==> src/hdl/lwcs_pkg.sv <==
// ----------------------------------------------------------------------------
// LCD window sequencer package
// Shared types, command codes, register indexes and panel command bytes.
// ----------------------------------------------------------------------------
package lwcs_pkg;

  localparam int COORD_W     = 16;
  localparam int SIZE_W      = 11;
  localparam int DIR_W       = 2;
  localparam int CMD_W       = 2;
  localparam int CFG_INDEX_W = 2;
  localparam int CFG_DATA_W  = 11;
  localparam int NUM_STEPS   = 13;
  localparam int STEP_W      = 4;
  localparam int QUEUE_DEPTH = 4;

  localparam logic [CMD_W-1:0] CMD_SET_WINDOW  = 2'd0;
  localparam logic [CMD_W-1:0] CMD_DRAW_POINT  = 2'd1;
  localparam logic [CMD_W-1:0] CMD_BEGIN_WRITE = 2'd2;
  localparam logic [CMD_W-1:0] CMD_PIXEL       = 2'd3;

  localparam logic [CFG_INDEX_W-1:0] REG_DIRECTION = 2'd0;
  localparam logic [CFG_INDEX_W-1:0] REG_WIDTH     = 2'd1;
  localparam logic [CFG_INDEX_W-1:0] REG_HEIGHT    = 2'd2;

  localparam logic [DIR_W-1:0] DIR_X_NEAR = 2'd0;
  localparam logic [DIR_W-1:0] DIR_X_FAR  = 2'd1;
  localparam logic [DIR_W-1:0] DIR_Y_FAR  = 2'd2;
  localparam logic [DIR_W-1:0] DIR_Y_NEAR = 2'd3;

  localparam logic [7:0] DCS_COLUMN_SET = 8'h2A;
  localparam logic [7:0] DCS_ROW_SET    = 8'h2B;
  localparam logic [7:0] DCS_MEM_WRITE  = 8'h2C;

  localparam logic [COORD_W-1:0] OFFSET_NEAR = 16'd12;
  localparam logic [COORD_W-1:0] OFFSET_FAR  = 16'd14;
  localparam logic [COORD_W-1:0] CACHE_RESET = 16'hFFFF;
  localparam logic [SIZE_W-1:0]  SIZE_RESET  = 11'd240;

  // Byte slots of one job, in transfer order.
  localparam logic [STEP_W-1:0] STEP_COL_CMD   = 4'd0;
  localparam logic [STEP_W-1:0] STEP_COL_S_HI  = 4'd1;
  localparam logic [STEP_W-1:0] STEP_COL_S_LO  = 4'd2;
  localparam logic [STEP_W-1:0] STEP_COL_E_HI  = 4'd3;
  localparam logic [STEP_W-1:0] STEP_COL_E_LO  = 4'd4;
  localparam logic [STEP_W-1:0] STEP_ROW_CMD   = 4'd5;
  localparam logic [STEP_W-1:0] STEP_ROW_S_HI  = 4'd6;
  localparam logic [STEP_W-1:0] STEP_ROW_S_LO  = 4'd7;
  localparam logic [STEP_W-1:0] STEP_ROW_E_HI  = 4'd8;
  localparam logic [STEP_W-1:0] STEP_ROW_E_LO  = 4'd9;
  localparam logic [STEP_W-1:0] STEP_MEM_CMD   = 4'd10;
  localparam logic [STEP_W-1:0] STEP_COLOR_HI  = 4'd11;
  localparam logic [STEP_W-1:0] STEP_COLOR_LO  = 4'd12;

  typedef struct packed {
    logic [CMD_W-1:0]   command;
    logic [COORD_W-1:0] coord_x0;
    logic [COORD_W-1:0] coord_y0;
    logic [COORD_W-1:0] coord_x1;
    logic [COORD_W-1:0] coord_y1;
    logic [COORD_W-1:0] pixel_color;
  } request_t;

  typedef struct packed {
    logic [7:0] out_byte;
    logic       is_data;
    logic       last;
  } result_t;

  typedef struct packed {
    logic               col_en;
    logic               row_en;
    logic               mem_en;
    logic               color_en;
    logic [COORD_W-1:0] col_start;
    logic [COORD_W-1:0] col_end;
    logic [COORD_W-1:0] row_start;
    logic [COORD_W-1:0] row_end;
    logic [COORD_W-1:0] color;
  } job_t;

  function automatic logic [NUM_STEPS-1:0] job_mask(input job_t j);
    logic [NUM_STEPS-1:0] m;
    m = '0;
    m[4:0]   = {5{j.col_en}};
    m[9:5]   = {5{j.row_en}};
    m[10]    = j.mem_en;
    m[12:11] = {2{j.color_en}};
    return m;
  endfunction

endpackage

==> src/hdl/lwcs_front.sv <==
// ----------------------------------------------------------------------------
// LCD window sequencer front end
// Holds the panel registers and the address cache, clamps and offsets the
// window of each request and writes a job record for the back end.
// ----------------------------------------------------------------------------
module lwcs_front (
  input  logic                           clk,
  input  logic                           rst,
  input  logic                           cfg_wen,
  input  logic [lwcs_pkg::CFG_INDEX_W-1:0] cfg_index,
  input  logic [lwcs_pkg::CFG_DATA_W-1:0]  cfg_data,
  input  lwcs_pkg::request_t             request,
  input  logic                           push,
  output logic                           full,
  input  logic                           q_full,
  output logic                           q_write,
  output lwcs_pkg::job_t                 q_job
);
  import lwcs_pkg::*;

  logic [DIR_W-1:0]   direction;
  logic [SIZE_W-1:0]  panel_width;
  logic [SIZE_W-1:0]  panel_height;
  logic [COORD_W-1:0] cached_col_start;
  logic [COORD_W-1:0] cached_col_end;
  logic [COORD_W-1:0] cached_row_start;
  logic [COORD_W-1:0] cached_row_end;

  logic [COORD_W-1:0] width_ext;
  logic [COORD_W-1:0] height_ext;
  logic [COORD_W-1:0] xmax;
  logic [COORD_W-1:0] ymax;
  logic [COORD_W-1:0] dx;
  logic [COORD_W-1:0] dy;
  logic [COORD_W-1:0] src_x1;
  logic [COORD_W-1:0] src_y1;
  logic [COORD_W-1:0] clamp_x1;
  logic [COORD_W-1:0] clamp_y1;
  logic               is_window;
  logic               is_point;
  logic               in_range;
  logic               accept;
  job_t               job;

  always_ff @(posedge clk) begin
    if (rst) begin
      direction    <= DIR_X_NEAR;
      panel_width  <= SIZE_RESET;
      panel_height <= SIZE_RESET;
    end else if (cfg_wen) begin
      case (cfg_index)
        REG_DIRECTION: direction    <= cfg_data[DIR_W-1:0];
        REG_WIDTH:     panel_width  <= cfg_data[SIZE_W-1:0];
        REG_HEIGHT:    panel_height <= cfg_data[SIZE_W-1:0];
        default:       ;
      endcase
    end
  end

  assign width_ext  = {{(COORD_W-SIZE_W){1'b0}}, panel_width};
  assign height_ext = {{(COORD_W-SIZE_W){1'b0}}, panel_height};
  assign xmax       = width_ext - 16'd1;
  assign ymax       = height_ext - 16'd1;

  always_comb begin
    dx = '0;
    dy = '0;
    case (direction)
      DIR_X_NEAR: dx = OFFSET_NEAR;
      DIR_X_FAR:  dx = OFFSET_FAR;
      DIR_Y_FAR:  dy = OFFSET_FAR;
      default:    dy = OFFSET_NEAR;
    endcase
  end

  assign is_window = (request.command == CMD_SET_WINDOW);
  assign is_point  = (request.command == CMD_DRAW_POINT);
  assign in_range  = (request.coord_x0 < width_ext) && (request.coord_y0 < height_ext);
  assign src_x1    = is_point ? request.coord_x0 : request.coord_x1;
  assign src_y1    = is_point ? request.coord_y0 : request.coord_y1;
  assign clamp_x1  = (src_x1 >= width_ext) ? xmax : src_x1;
  assign clamp_y1  = (src_y1 >= height_ext) ? ymax : src_y1;

  always_comb begin
    job           = '0;
    job.col_start = request.coord_x0 + dx;
    job.col_end   = clamp_x1 + dx;
    job.row_start = request.coord_y0 + dy;
    job.row_end   = clamp_y1 + dy;
    job.color     = request.pixel_color;
    case (request.command)
      CMD_SET_WINDOW, CMD_DRAW_POINT: begin
        job.col_en = (job.col_start != cached_col_start) || (job.col_end != cached_col_end);
        job.row_en = (job.row_start != cached_row_start) || (job.row_end != cached_row_end);
        job.mem_en   = is_point;
        job.color_en = is_point;
      end
      CMD_BEGIN_WRITE: job.mem_en = 1'b1;
      default:         job.color_en = 1'b1;
    endcase
  end

  assign full    = q_full;
  assign accept  = push && !q_full && (is_window || !is_point || in_range);
  assign q_write = accept && (job.col_en || job.row_en || job.mem_en || job.color_en);
  assign q_job   = job;

  always_ff @(posedge clk) begin
    if (rst) begin
      cached_col_start <= CACHE_RESET;
      cached_col_end   <= CACHE_RESET;
      cached_row_start <= CACHE_RESET;
      cached_row_end   <= CACHE_RESET;
    end else if (accept) begin
      if (job.col_en) begin
        cached_col_start <= job.col_start;
        cached_col_end   <= job.col_end;
      end
      if (job.row_en) begin
        cached_row_start <= job.row_start;
        cached_row_end   <= job.row_end;
      end
    end
  end

endmodule

==> src/hdl/lwcs_queue.sv <==
// ----------------------------------------------------------------------------
// LCD window sequencer job queue
// Short first-in first-out buffer of job records between front and back end.
// ----------------------------------------------------------------------------
module lwcs_queue #(
  parameter int DEPTH = lwcs_pkg::QUEUE_DEPTH
) (
  input  logic           clk,
  input  logic           rst,
  input  logic           wr,
  input  lwcs_pkg::job_t wr_job,
  output logic           q_full,
  input  logic           rd,
  output logic           q_valid,
  output lwcs_pkg::job_t rd_job
);
  import lwcs_pkg::*;

  localparam int PTR_W = (DEPTH > 1) ? $clog2(DEPTH) : 1;
  localparam int CNT_W = $clog2(DEPTH + 1);
  localparam logic [PTR_W-1:0] PTR_LAST = PTR_W'(DEPTH - 1);
  localparam logic [CNT_W-1:0] CNT_FULL = CNT_W'(DEPTH);

  job_t             mem [DEPTH];
  logic [PTR_W-1:0] wr_ptr;
  logic [PTR_W-1:0] rd_ptr;
  logic [CNT_W-1:0] count;
  logic             do_wr;
  logic             do_rd;

  assign q_full  = (count == CNT_FULL);
  assign q_valid = (count != '0);
  assign do_wr   = wr && !q_full;
  assign do_rd   = rd && q_valid;
  assign rd_job  = mem[rd_ptr];

  always_ff @(posedge clk) begin
    if (do_wr) begin
      mem[wr_ptr] <= wr_job;
    end
  end

  always_ff @(posedge clk) begin
    if (rst) begin
      wr_ptr <= '0;
      rd_ptr <= '0;
      count  <= '0;
    end else begin
      if (do_wr) begin
        wr_ptr <= (wr_ptr == PTR_LAST) ? '0 : wr_ptr + 1'b1;
      end
      if (do_rd) begin
        rd_ptr <= (rd_ptr == PTR_LAST) ? '0 : rd_ptr + 1'b1;
      end
      if (do_wr && !do_rd) begin
        count <= count + 1'b1;
      end else if (do_rd && !do_wr) begin
        count <= count - 1'b1;
      end
    end
  end

endmodule

==> src/hdl/lwcs_back.sv <==
// ----------------------------------------------------------------------------
// LCD window sequencer back end
// Walks the byte slots of one job at a time and fills the result register.
// ----------------------------------------------------------------------------
module lwcs_back (
  input  logic                clk,
  input  logic                rst,
  input  logic                q_valid,
  input  lwcs_pkg::job_t      q_job,
  output logic                q_read,
  output lwcs_pkg::result_t   result,
  output logic                empty,
  input  logic                pop
);
  import lwcs_pkg::*;

  job_t                 job;
  logic                 job_valid;
  logic [NUM_STEPS-1:0] rem;
  logic [NUM_STEPS-1:0] low_bit;
  logic [STEP_W-1:0]    step;
  logic                 final_byte;
  logic                 emit;
  logic                 load_job;
  logic                 out_valid;
  result_t              out_reg;
  result_t              out_next;

  assign low_bit    = rem & (~rem + 1'b1);
  assign final_byte = (rem == low_bit);
  assign emit       = job_valid && (!out_valid || pop);
  assign load_job   = !job_valid || (emit && final_byte);
  assign q_read     = load_job && q_valid;

  always_comb begin
    step = '0;
    for (int i = 0; i < NUM_STEPS; i++) begin
      if (low_bit[i]) begin
        step = STEP_W'(i);
      end
    end
  end

  always_comb begin
    out_next.is_data = 1'b1;
    out_next.last    = final_byte;
    case (step)
      STEP_COL_CMD: begin
        out_next.out_byte = DCS_COLUMN_SET;
        out_next.is_data  = 1'b0;
      end
      STEP_COL_S_HI: out_next.out_byte = job.col_start[15:8];
      STEP_COL_S_LO: out_next.out_byte = job.col_start[7:0];
      STEP_COL_E_HI: out_next.out_byte = job.col_end[15:8];
      STEP_COL_E_LO: out_next.out_byte = job.col_end[7:0];
      STEP_ROW_CMD: begin
        out_next.out_byte = DCS_ROW_SET;
        out_next.is_data  = 1'b0;
      end
      STEP_ROW_S_HI: out_next.out_byte = job.row_start[15:8];
      STEP_ROW_S_LO: out_next.out_byte = job.row_start[7:0];
      STEP_ROW_E_HI: out_next.out_byte = job.row_end[15:8];
      STEP_ROW_E_LO: out_next.out_byte = job.row_end[7:0];
      STEP_MEM_CMD: begin
        out_next.out_byte = DCS_MEM_WRITE;
        out_next.is_data  = 1'b0;
      end
      STEP_COLOR_HI: out_next.out_byte = job.color[15:8];
      default:       out_next.out_byte = job.color[7:0];
    endcase
  end

  always_ff @(posedge clk) begin
    if (rst) begin
      job_valid <= 1'b0;
      rem       <= '0;
    end else if (load_job) begin
      job_valid <= q_valid;
      rem       <= q_valid ? job_mask(q_job) : '0;
    end else if (emit) begin
      rem <= rem & ~low_bit;
    end
  end

  always_ff @(posedge clk) begin
    if (load_job && q_valid) begin
      job <= q_job;
    end
  end

  always_ff @(posedge clk) begin
    if (rst) begin
      out_valid <= 1'b0;
    end else if (emit) begin
      out_valid <= 1'b1;
    end else if (pop) begin
      out_valid <= 1'b0;
    end
  end

  always_ff @(posedge clk) begin
    if (emit) begin
      out_reg <= out_next;
    end
  end

  assign result = out_reg;
  assign empty  = !out_valid;

`ifndef ASSERT_OFF
  a_job_has_bytes: assert property (@(posedge clk) disable iff (rst)
    job_valid |-> (rem != '0))
    else $error("active job has no bytes left");

  a_job_loads: assert property (@(posedge clk) disable iff (rst)
    (q_valid && !job_valid) |=> job_valid)
    else $error("waiting job was not taken by the idle back end");

  a_more_pending: assert property (@(posedge clk) disable iff (rst)
    (out_valid && !out_reg.last) |-> job_valid)
    else $error("non-final byte shown without a job in progress");
`endif

endmodule

==> src/hdl/lcd_window_command_sequencer.sv <==
// ----------------------------------------------------------------------------
// LCD window command sequencer
// Path: the first byte of a request goes through the queue, the job register
// of the back end and the result register to the result ports. Throughput:
// one byte per cycle while bytes are waiting and pop is held; 0 to 13 per request.
// Reset: synchronous; clears the queue, the result valid flag, the panel
// registers (direction 0, 240 by 240) and the address cache (all ones).
// ----------------------------------------------------------------------------
module lcd_window_command_sequencer #(
  parameter int QUEUE_DEPTH = lwcs_pkg::QUEUE_DEPTH
) (
  input  logic                             clk,
  input  logic                             rst,
  input  logic                             cfg_wen,
  input  logic [lwcs_pkg::CFG_INDEX_W-1:0] cfg_index,
  input  logic [lwcs_pkg::CFG_DATA_W-1:0]  cfg_data,
  input  lwcs_pkg::request_t               request,
  input  logic                             push,
  output logic                             full,
  output lwcs_pkg::result_t                result,
  output logic                             empty,
  input  logic                             pop
);
  import lwcs_pkg::*;

  logic q_full;
  logic q_write;
  logic q_read;
  logic q_valid;
  job_t wr_job;
  job_t rd_job;

  lwcs_front u_front (
    .clk       (clk),
    .rst       (rst),
    .cfg_wen   (cfg_wen),
    .cfg_index (cfg_index),
    .cfg_data  (cfg_data),
    .request   (request),
    .push      (push),
    .full      (full),
    .q_full    (q_full),
    .q_write   (q_write),
    .q_job     (wr_job)
  );

  lwcs_queue #(
    .DEPTH (QUEUE_DEPTH)
  ) u_queue (
    .clk     (clk),
    .rst     (rst),
    .wr      (q_write),
    .wr_job  (wr_job),
    .q_full  (q_full),
    .rd      (q_read),
    .q_valid (q_valid),
    .rd_job  (rd_job)
  );

  lwcs_back u_back (
    .clk     (clk),
    .rst     (rst),
    .q_valid (q_valid),
    .q_job   (rd_job),
    .q_read  (q_read),
    .result  (result),
    .empty   (empty),
    .pop     (pop)
  );

endmodule

==> config.mk <==
export PLATFORM = sky130hd
export DESIGN_NAME = lcd_window_command_sequencer
export DESIGN_NICKNAME = d
export VERILOG_FILES = /design/src/hdl/lwcs_pkg.sv /design/src/hdl/lwcs_front.sv /design/src/hdl/lwcs_queue.sv /design/src/hdl/lwcs_back.sv /design/src/hdl/lcd_window_command_sequencer.sv
export SDC_FILE = /design/constraint.sdc
export NUM_CORES = 1
export LEC_CHECK = 0
export BUFFER_PORTS_ARGS = -buffer_cell sky130_fd_sc_hd__clkbuf_2
export CAP_MARGIN = 10
export CORE_UTILIZATION = 54
export DETAILED_ROUTE_END_ITERATION = 8
export PLACE_DENSITY_LB_ADDON = 0.25
export SLEW_MARGIN = 30
export SYNTH_ARGS = -nofsm -noshare
export SYNTH_HDL_FRONTEND = slang
export SYNTH_SLANG_ARGS = --single-unit
==> constraint.sdc <==
create_clock -name clk -period 12.8 [get_ports clk]
set_input_delay 1.92 -clock clk [delete_from_list [all_inputs] [get_ports clk]]
set_output_delay 1.92 -clock clk [all_outputs]
set_load 0.005 [all_outputs]
; ---- After elaboration in Yosys (flattened, before gate mapping)
; Memory sizes are Yosys's and may differ from the RTL's. A register that Yosys moved wholly into a read port is not among the register bits.
; Index checks and enable logic that the tools add are counted.
[totals]
wordCells = 144
output_inout_bits = 12
ff_bits = 200
mem_bits_rw = 336
n_memories = 1
in_bits = 100
[classes]
bitwise = 4
addsub = 11
n_mux = 36
reduce_logical = 42
eq_ne = 25
magnitude_cmp = 4
[mem_list]
columns = name, words, width, rd, rd_clocked_by_memory_dff, wr, line_no
row1 = u_queue.mem, 4, 84, 1, 1, 1, lwcs_queue.sv:24  ; job_t mem [DEPTH];
[op_table]
columns = op, n
row1 = $pmux 8 s12, 1
row2 = $add 16x4->16, 4
row3 = $mux 16, 4
row4 = $ne 16x16->1, 4
row5 = $mux 13, 3
row6 = $ge 16x11->1, 2
row7 = $lt 16x11->1, 2
row8 = $and 13x13->13, 2
row9 = $not 13->13, 2
row10 = $sub 11x1->12 const B, 2
row11 = $mux 4, 5
row12 = $mux 3, 6
row13 = $eq 4x3->1 const B, 4
row14 = $eq 4x4->1 const B, 4
row15 = $pmux 4 s2, 2
row16 = $mux 2, 7
row17 = $add 13x1->13 const B, 1
row18 = $eq 13x13->1, 1
row19 = $logic_and 1x1->1, 11
row20 = $eq 2x2->1 const B, 5
row21 = $reduce_and 2->1, 5
row22 = $logic_or 1x1->1, 9
row23 = $eq 4x2->1 const B, 2
row24 = $eq 2x1->1 const B, 3
row25 = 14 further kinds, 31

; ---- Longest topological paths before layout
; Gate-level depths: netlist (run 1).
[depth]
ltp_word = 18
ltp_mapped = 36
ltp_nobuf = 31

; ---- Hierarchy
; From an unflattened synthesis (run 1), not the netlist that was laid out.
[unflattened]
cells_unflattened = 1925
hier_area_um2 = 25843.5
[modules_own_cells]
columns = module, n_inst, cells_each, area_per_inst_um2, seq_area_each_um2
row1 = lwcs_queue, 1, 488, 12608.3, 10269.8
row2 = lwcs_front, 1, 1115, 8800.9, 1761.7
row3 = lwcs_back, 1, 322, 4434.3, 3002.9

; ---- Worst setup path after synthesis (run 1)
; Ideal clock, no wire load.
[synth_timing]
kind = input-to-reg
from = in request[81] (netlist name)
to = mem u_queue.mem[0][0] (netlist name), enable pin
required_time_ns = 12.263
arrival_time_ns = 11.580
slack_ns = 0.682
path_stages = 27
path_buffers = 8
setup_ns = 0.537
cell_sequence = inv_1 -> ha_1 -> buf_2 -> buf_1 -> clkbuf_8 -> clkbuf_8 -> mux2_2 -> ha_1 -> a2111oi_0 -> a2111oi_0 -> nor3b_1 -> clkbuf_1 -> clkbuf_1 -> clkbuf_1 -> o21ai_0 -> ha_1 -> a21o_1 -> a21oi_1 -> nor2_1 -> a211oi_1 -> nor3_1 -> a31o_2 -> o2111ai_1 -> or3_1 -> clkbuf_8 -> a211oi_1 -> nor2b_1
[synth_lines]
columns = item, line_no
row1 = from (decl), lcd_window_command_sequencer.sv:17  ; input lwcs_pkg::request_t request,
row2 = to (decl), lwcs_queue.sv:24

==> results.cfg, run 1 <==
[placement]
dp_hpwl_um = 40050
dp_cells = 2495
place_congestion = 0.9057
post-place-ws_ns = 2.124
placed_area_mm2 = 0.02600
io_buffer_count = 111

[timing]
fin_setup_tns_ns = 0
fmax_ghz = 0.1014
finalCritPeriodShare = 0.7705
worstMarginPinSlew_ns = 1.007
skew_ns = 0.01681
max-slew-margin-rel = 0.3232
setup_slack_ns = 2.938
rsz0062_at_grt = no
slew_violations = 0
hold_viol = 0
hold_ws_ns = 0.4697
finalWorstPathRequiredPeriod_ns = 9.862
final-setup-viol-count = 0

[detailed_routing]
antenna_left = 0
drt-total-wl_um = 58690
drtIter0Drc = 1324
viasPerCell = 6.054
post_drt_wl_per_cell_um = 22.63
drc = 0
vias = 15705
dr.pass1.iters = 6

[synthesis]
synth_area_leaders = edfxtp_1, dfxtp_1, mux4_2, ha_1, xnor2_1
ys_seq_elements = 538
synth_edf_count = 426
ys_warn_count = 0
synth_nets = 2034
synth_flop_cell = edfxtp_1
ys_async_sr_fraction = 0
synthDistinctLibCells = 97
syn_inst = 1864
yosysTopAreaCell = edfxtp_1
yosysSeqAreaShare = 0.6027
synth_top_area_frac = 0.5128
synth_area_mm2 = 0.02495
syn_area_per_cell_um2 = 13.38

[die]
dieArea_mm2 = 0.04706
num_rows = 78
initial_utilization = 0.5485
fp.dieH_um = 216.9
core_mm2 = 0.04548
die_x_um = 216.9
pin_count = 112

[setup_path]
ff2ff_setup_slack_ns = 5.12
end_kind = flop
crit_top_cell = inv_1
cp.required_ns = 13.31
max_stage_delay_ns = 0.80
crit_arrival_ns = 10.37
cp_max_fo = 36
crit_path_start_kind = input port
cpMaxStageDelayCell = ha_2
critical_path_class = in2reg

[clock_network]
cts_buffers = 52
cts_max_path_buffers = 3
cts_setup_buffers = 0
clock-root-buffer = clkbuf_16
numClockSinks = 538
cts-htree-levels = 2
cts_tree = done
clock_latency_ns = 0.59
cts_resized = 0
clkTransAtPathRegs_ns = 0.06
hold_buffers = 0

[power]
p_leak_nw = 9.691
ir_worst_vdd_mv = 0.1202
finalPower_mw = 5.421
p_per_area_mw_per_mm2 = 195.0

[cells_and_area]
utilization = 0.6112
multi_input_comb_area_mm2 = 0.009231
antenna_cells = 0
drive_above_1_share = 0.1795
fin_cells = 2594
areaGrowthSynthToFinish_pct = 11.44
final_nets = 2120
layout_common_cells = edfxtp_1, nand2_1, nor2_1
design_area_mm2 = 0.02780
layout_commonest_cell = edfxtp_1
area.sequential_mm2 = 0.01504
fillerInstances = 3501

[global_route]
grt_pass1_wl_um = 90310
grt_max_degree = 65
grt_overflow = 0
track_usage = 0.2532
grt_pass1_vias = 15564
antenna_found_initial = 0

[min_path]
min_path_type = reg2reg

[job]
cap_violations = 0

[run_status]
status = finished clean
-- registers in the layout, summed over array words and instances (netlist names), named ones only --
register,flops
u_front.direction,2
u_front.panel_width,11
u_back.result,10
u_back.job,80
u_queue.count,3
u_back.rem,13
u_front.cached_row_end,16
u_front.cached_row_start,16
u_front.cached_col_start,16
u_queue.rd_ptr,2
u_back.job_valid,1
u_front.cached_col_end,16
u_back.out_valid,1
u_front.panel_height,11
u_queue.wr_ptr,2
u_queue.mem,336
-- final timing paths --
check	start	to	cells after the start
hold reg to reg	u_front.cached_col_end[15]	u_front.cached_col_end[15]	1
hold / removal	u_front.cached_col_end[15]	u_front.cached_col_end[15]	1
setup / recovery	request[81]	u_queue.count[2]	32
setup reg to reg	u_front.panel_height[2]	u_queue.count[2]	28
-- logic make-up (layout without fill, tap and decap cells) --
family,after synthesis,after routing,synth area share
AOI/OAI and AO/OA,330,330,0.08758
xor gates and xnor gates,109,109,0.04103
adders and majority gates,72,72,0.03742
buffers and inverters,172,302,0.02969
DFF,538,538,0.6027
muxes,144,144,0.1007
and+or+nand+nor,499,499,0.1009
-- per-layer routing --
layer  track usage  share of wire  vias up
li1              -              -     7313
met1        0.3549           0.44     7780
met2        0.4058           0.47      515
met3       0.03173          0.058       97
met4       0.09765          0.035        0
met5             0              0        -
-- cells in the mapped netlist, types with 65 or more instances --
cell type and number:
o21ai_0 91, mux4_2 84, inv_1 75, xnor2_1 72, clkbuf_1 70, dfxtp_1 112
nor2_1 119, edfxtp_1 426, nand3_1 78, nand2_1 118, a21oi_1 77, ha_1 65
-- final cells by class --
cell class	instances	area share
multi-input cells	1154	0.3321
clock buffers	68	0.05307
well taps	600	0.02701
clock inverters	30	0.01004
flip-flops and latches	538	0.5411
repair buffers	128	0.02629
inverters	76	0.01040
-- critical path: cells and delay by family --
kind | cells | cell delay [ns]
AOI/OAI and AO/OA | 5 | 1.24
adders and majority gates | 6 | 2.06
buffers and inverters | 7 | 0.74
and+or+nand+nor | 10 | 3.00
muxes | 1 | 0.50
xor gates and xnor gates | 3 | 0.88
-- report_power, final --
group	internal, mW	total, mW	switching (mW)
sequential	2.33	2.52	0.193
combinational	0.544	1.35	0.804
clock	0.899	1.55	0.649
Note: power is estimated with default switching activity, not from simulation.
==> inputs of run 2 (changes only) <==
ABC_AREA = 1   (was unset)
clock period = 9.5 ns   (was 12.8 ns; I/O delays follow)
==> results.cfg, run 2 <==
[run_status]
status = finished clean

[cells_and_area]
regMostFlops = u_queue.mem
fillerInstances = 3722
final_nets = 2781
areaGrowthSynthToFinish_pct = 11.66
area.sequential_mm2 = 0.01504
largest_register_ffs = 336
layout_commonest_cell = nand2_1
reg.largest.list = u_queue.mem x336, u_back.job x80
fin_cells = 3253
design_area_mm2 = 0.02814
drive_above_1_share = 0.1142
antenna_cells = 0
layout_common_cells = nand2_1, edfxtp_1, nor2_1
multi_input_comb_area_mm2 = 0.008777

[detailed_routing]
drc = 0
dr.pass1.iters = 5
drtIter0Drc = 1702
viasPerCell = 5.748
vias = 18698
drt-total-wl_um = 64450
antenna_left = 0
post_drt_wl_per_cell_um = 19.81

[setup_path]
cp.required_ns = 9.83
critical_path_class = in2reg
crit_path_start_kind = input port
max_stage_delay_ns = 0.51
cpMaxStageDelayCell = clkinv_2
cp_max_fo = 50
end_kind = flop
crit_top_cell = nand2_1
crit_arrival_ns = 7.66

[synthesis]
ys_warn_count = 0
yosysSeqAreaShare = 0.5966
synth_edf_count = 426
syn_inst = 2525
synth_top_area_frac = 0.5076
synth_flop_cell = edfxtp_1
syn_area_per_cell_um2 = 9.981
synth_area_mm2 = 0.02520
synth_nets = 2695
ys_seq_elements = 538
yosysTopAreaCell = edfxtp_1
yosys-top-cells-count = nand2_1, edfxtp_1, nor2_1, o21ai_0, inv_1
synth_most_common_cell = nand2_1
synthDistinctLibCells = 57
ys_async_sr_fraction = 0
synth_area_leaders = edfxtp_1, dfxtp_1, nand2_1, o21ai_0, nor2_1

[timing]
fin_setup_tns_ns = 0
skew_ns = 0.02832
final-setup-viol-count = 0
max-slew-margin-rel = 0.3417
slew_violations = 0
finalWorstPathRequiredPeriod_ns = 7.331
worstMarginPinSlew_ns = 0.9874
finalCritPeriodShare = 0.7717
hold_viol = 0
rsz0062_at_grt = no
fmax_ghz = 0.1364

[global_route]
grt_pass1_vias = 17876
grt_pass1_wl_um = 98500
grt_overflow = 0
antenna_found_initial = 0
grt_max_degree = 89
track_usage = 0.2715

[clock_network]
clock-root-buffer = clkbuf_16
hold_buffers = 0
cts_resized = 0
cts_tree = done
numClockSinks = 538
cts-htree-levels = 2
cts_setup_buffers = 0
cts_max_path_buffers = 3
clock_latency_ns = 0.61
clkTransAtPathRegs_ns = 0.06
cts_buffers = 54

[power]
p_leak_nw = 11.39
p_per_area_mw_per_mm2 = 281.1
ir_worst_vdd_mv = 0.2070

[placement]
dp_cells = 3154
place_congestion = 0.9587
placed_area_mm2 = 0.02624
dp_hpwl_um = 42650
io_buffer_count = 111

[die]
fp.dieH_um = 218.0
die_x_um = 218.0
pin_count = 112
initial_utilization = 0.5518
dieArea_mm2 = 0.04754
core_mm2 = 0.04567
num_rows = 78

[job]
cap_violations = 0

[min_path]
min_path_type = reg2reg
run 2: kinds of logic after synthesis:
logic type / share of synthesized area
AO/OA/AOI/OAI: 0.1162
AND/OR/NAND/NOR: 0.1747
XOR/XNOR: 0.02055
flip-flops: 0.5966
buffers and inverters: 0.05575
adder cells (fa/ha/maj): 0.03624
run 2: stage by stage:
stage	setup WS, ns	hold slack [ns]	util	total power [mW]
2_1_floorplan	1.765	0.4335	-	4.867
3_5_place_dp	1.172	0.4549	0.5746	5.660
3_3_place_gp	1.385	0.4465	0.5746	5.581
5_1_grt	1.479	0.5042	0.6161	8.270
4_1_cts	1.787	0.4666	0.6153	7.905
6_report	2.169	0.4616	0.6161	7.909
run 2: path summary, 6_finish.rpt:
check / cells after the start / from / end / slack [ns]
setup / recovery: 39 / request[81] / u_queue.mem[3][12] / 2.17
setup reg to reg: 35 / u_front.panel_height[3] / u_queue.mem[3][12] / 3.34
hold reg to reg: 2 / u_front.cached_col_end[13] / u_front.cached_col_end[13] / 0.46
hold / removal: 2 / u_front.cached_col_end[13] / u_front.cached_col_end[13] / 0.46
run 2: cell type report:
| type | count | area share |
|---|---|---|
| clock buffers | 62 | 0.05020 |
| well taps | 600 | 0.02668 |
| multi-input cells | 1638 | 0.3119 |
| repair buffers | 129 | 0.02703 |
| clock inverters | 36 | 0.01592 |
| flip-flops and latches | 538 | 0.5344 |
| inverters | 250 | 0.03384 |
run 2: per-layer routing:
metal  global-route usage  up-vias  wire (µm)
li1                     -     8923          -
met1               0.3796     8908      28010
met2               0.4404      766      30170
met3              0.03040      101       4579
met4              0.09394        0       1689
met5                    0        -          0
run 2: worst max-delay path, delay by kind of cell:
| kind | cells | cell delay (ns) |
|---|---|---|
| simple gates | 24 | 2.63 |
| buf+inv | 8 | 1.75 |
| fa+ha+maj | 4 | 1.15 |
| compound gates | 2 | 0.42 |
| xor+xnor | 1 | 0.24 |
run 2: where the power goes:
part / internal (mW) / switching [mW]
registers: 3.25 / 0.218
logic: 0.619 / 1.58
clock network: 1.34 / 0.906
==> inputs of run 3 (changes only) <==
clock period = 6 ns   (was 9.5 ns; I/O delays follow)
==> results.cfg, run 3 (synthesis gave the netlist of run 2 again) <==
[placement]
io_buffer_count = 111
post-place-ws_ns = -0.1143
dp_cells = 3212
place_congestion = 0.9735
dp_hpwl_um = 44640

[detailed_routing]
viasPerCell = 5.662
drtIter0Drc = 1611
post_drt_wl_per_cell_um = 19.42
drc = 0
vias = 18751
antenna_left = 0
dr.pass1.iters = 6
drt-total-wl_um = 64310

[power]
ir_worst_vdd_mv = 0.3339
p_per_area_mw_per_mm2 = 435.9
p_leak_nw = 11.68

[die]
initial_utilization = 0.5518
dieArea_mm2 = 0.04754
die_x_um = 218.0
num_rows = 78
fp.dieH_um = 218.0
core_mm2 = 0.04567
pin_count = 112

[setup_path]
crit_top_cell = nand2_1
max_stage_delay_ns = 0.43
worstSetupStartpoint = request[81]
critical_path.endpoint = u_queue.count[2]
rr_endpoint = u_queue.mem[0][14]
r2r.worst_path.cells = 25
crit_arrival_ns = 6.06
crit_path_start_kind = input port
cp_max_fo = 35
cp.required_ns = 6.48
end_kind = flop
r2r_start = u_front.direction[1]
ff2ff_setup_slack_ns = 1.05
critical_path_class = in2reg
cpMaxStageDelayCell = o21ai_0

[clock_network]
cts_setup_buffers = 0
clock_latency_ns = 0.60
cts_tree = done
cts-htree-levels = 2
clkTransAtPathRegs_ns = 0.07
clock-root-buffer = clkbuf_16
cts_max_path_buffers = 3
cts_buffers = 53
hold_buffers = 0
numClockSinks = 538

[timing]
finalWorstPathRequiredPeriod_ns = 5.579
fmax_ghz = 0.1793
max-slew-margin-rel = 0.3098
skew_ns = 0.01537
hold_viol = 0
rsz0062_at_grt = no
final-setup-viol-count = 0
finalCritPeriodShare = 0.9298
worstMarginPinSlew_ns = 1.027
slew_violations = 0
hold_ws_ns = 0.4684
setup_slack_ns = 0.4214

[cells_and_area]
layout_commonest_cell = nand2_1
layout_common_cells = nand2_1, edfxtp_1, nor2_1
regMostFlops = u_queue.mem
fillerInstances = 3613
final_nets = 2837
reg.largest.list = u_queue.mem x336, u_back.job x80
areaGrowthSynthToFinish_pct = 14.21
antenna_cells = 0
fin_cells = 3312
largest_register_ffs = 336
drive_above_1_share = 0.1383

[min_path]
min_path_type = reg2reg

[global_route]
grt_pass1_vias = 17800
grt_pass1_wl_um = 98660
track_usage = 0.2713
grt_max_degree = 111
antenna_found_initial = 0
grt_overflow = 0

[job]
cap_violations = 0

[run_status]
status = finished clean
==> run 3: worst min path at each step <==
stage,from,endpoint,slack (ns),depth (start not counted)
final,u_front.cached_col_end[13],u_front.cached_col_end[13],0.47,2
after global routing,u_front.cached_col_start[8],u_front.cached_col_start[8],0.50,2
after CTS,u_front.cached_col_end[13],u_front.cached_col_end[13],0.47,2
after detailed placement,u_front.cached_col_end[13],u_front.cached_col_end[13],0.46,2
after global placement,u_front.cached_col_end[13],u_front.cached_col_end[13],0.45,2
after floorplan,u_front.cached_row_end[11],u_front.cached_row_end[11],0.43,2
==> run 3: cell type report <==
type / instances / area [µm²] / area share
flip-flops and latches: 538 / 15040 / 0.5225
clock buffers: 63 / 1404 / 0.04877
inverters: 250 / 980.9 / 0.03408
clock inverters: 37 / 457.9 / 0.01591
multi-input cells: 1638 / 8807 / 0.3060
repair buffers: 186 / 1344 / 0.04669
well taps: 600 / 750.7 / 0.02608
==> run 3: worst max-delay path, delay by kind of cell <==
family          cells  cell delay [ns]
buf+inv             8             0.72
compound gates      5             0.90
simple gates       20             2.25
fa+ha+maj           5             1.30
==> run 3: per-stage QoR <==
| step | TNS, ns | util | total power [mW] | instance area (µm²) |
|---|---|---|---|---|
| floorplan | -218.85 | - | 7.713 | 25300 |
| global placement | 0 | 0.5893 | 8.988 | 26920 |
| detailed placement | -11.61 | 0.5894 | 9.080 | 26920 |
| CTS | 0 | 0.6302 | 12.56 | 28780 |
| global route | 0 | 0.6302 | 13.13 | 28780 |
| finish | 0 | 0.6302 | 12.55 | 28780 |
==> run 3: what timing repair did <==
action                     4_1_cts  5_1_grt
gates resized for setup          0        2
hold endpoints to repair         0        0
setup endpoints to repair        0        2
==> run 3: where the power goes <==
part	internal, mW	total [mW]	switching, mW
Sequential	5.14	5.50	0.364
Clock	2.04	3.50	1.46
Combinational	1.05	3.54	2.49
==> run 3: per-layer routing <==
layer,track usage,vias to the layer above,part of all wire
met5,0,-,0
met4,0.09207,0,0.030
met3,0.03752,114,0.073
met2,0.4365,739,0.46
met1,0.3781,8869,0.44
li1,-,9029,-
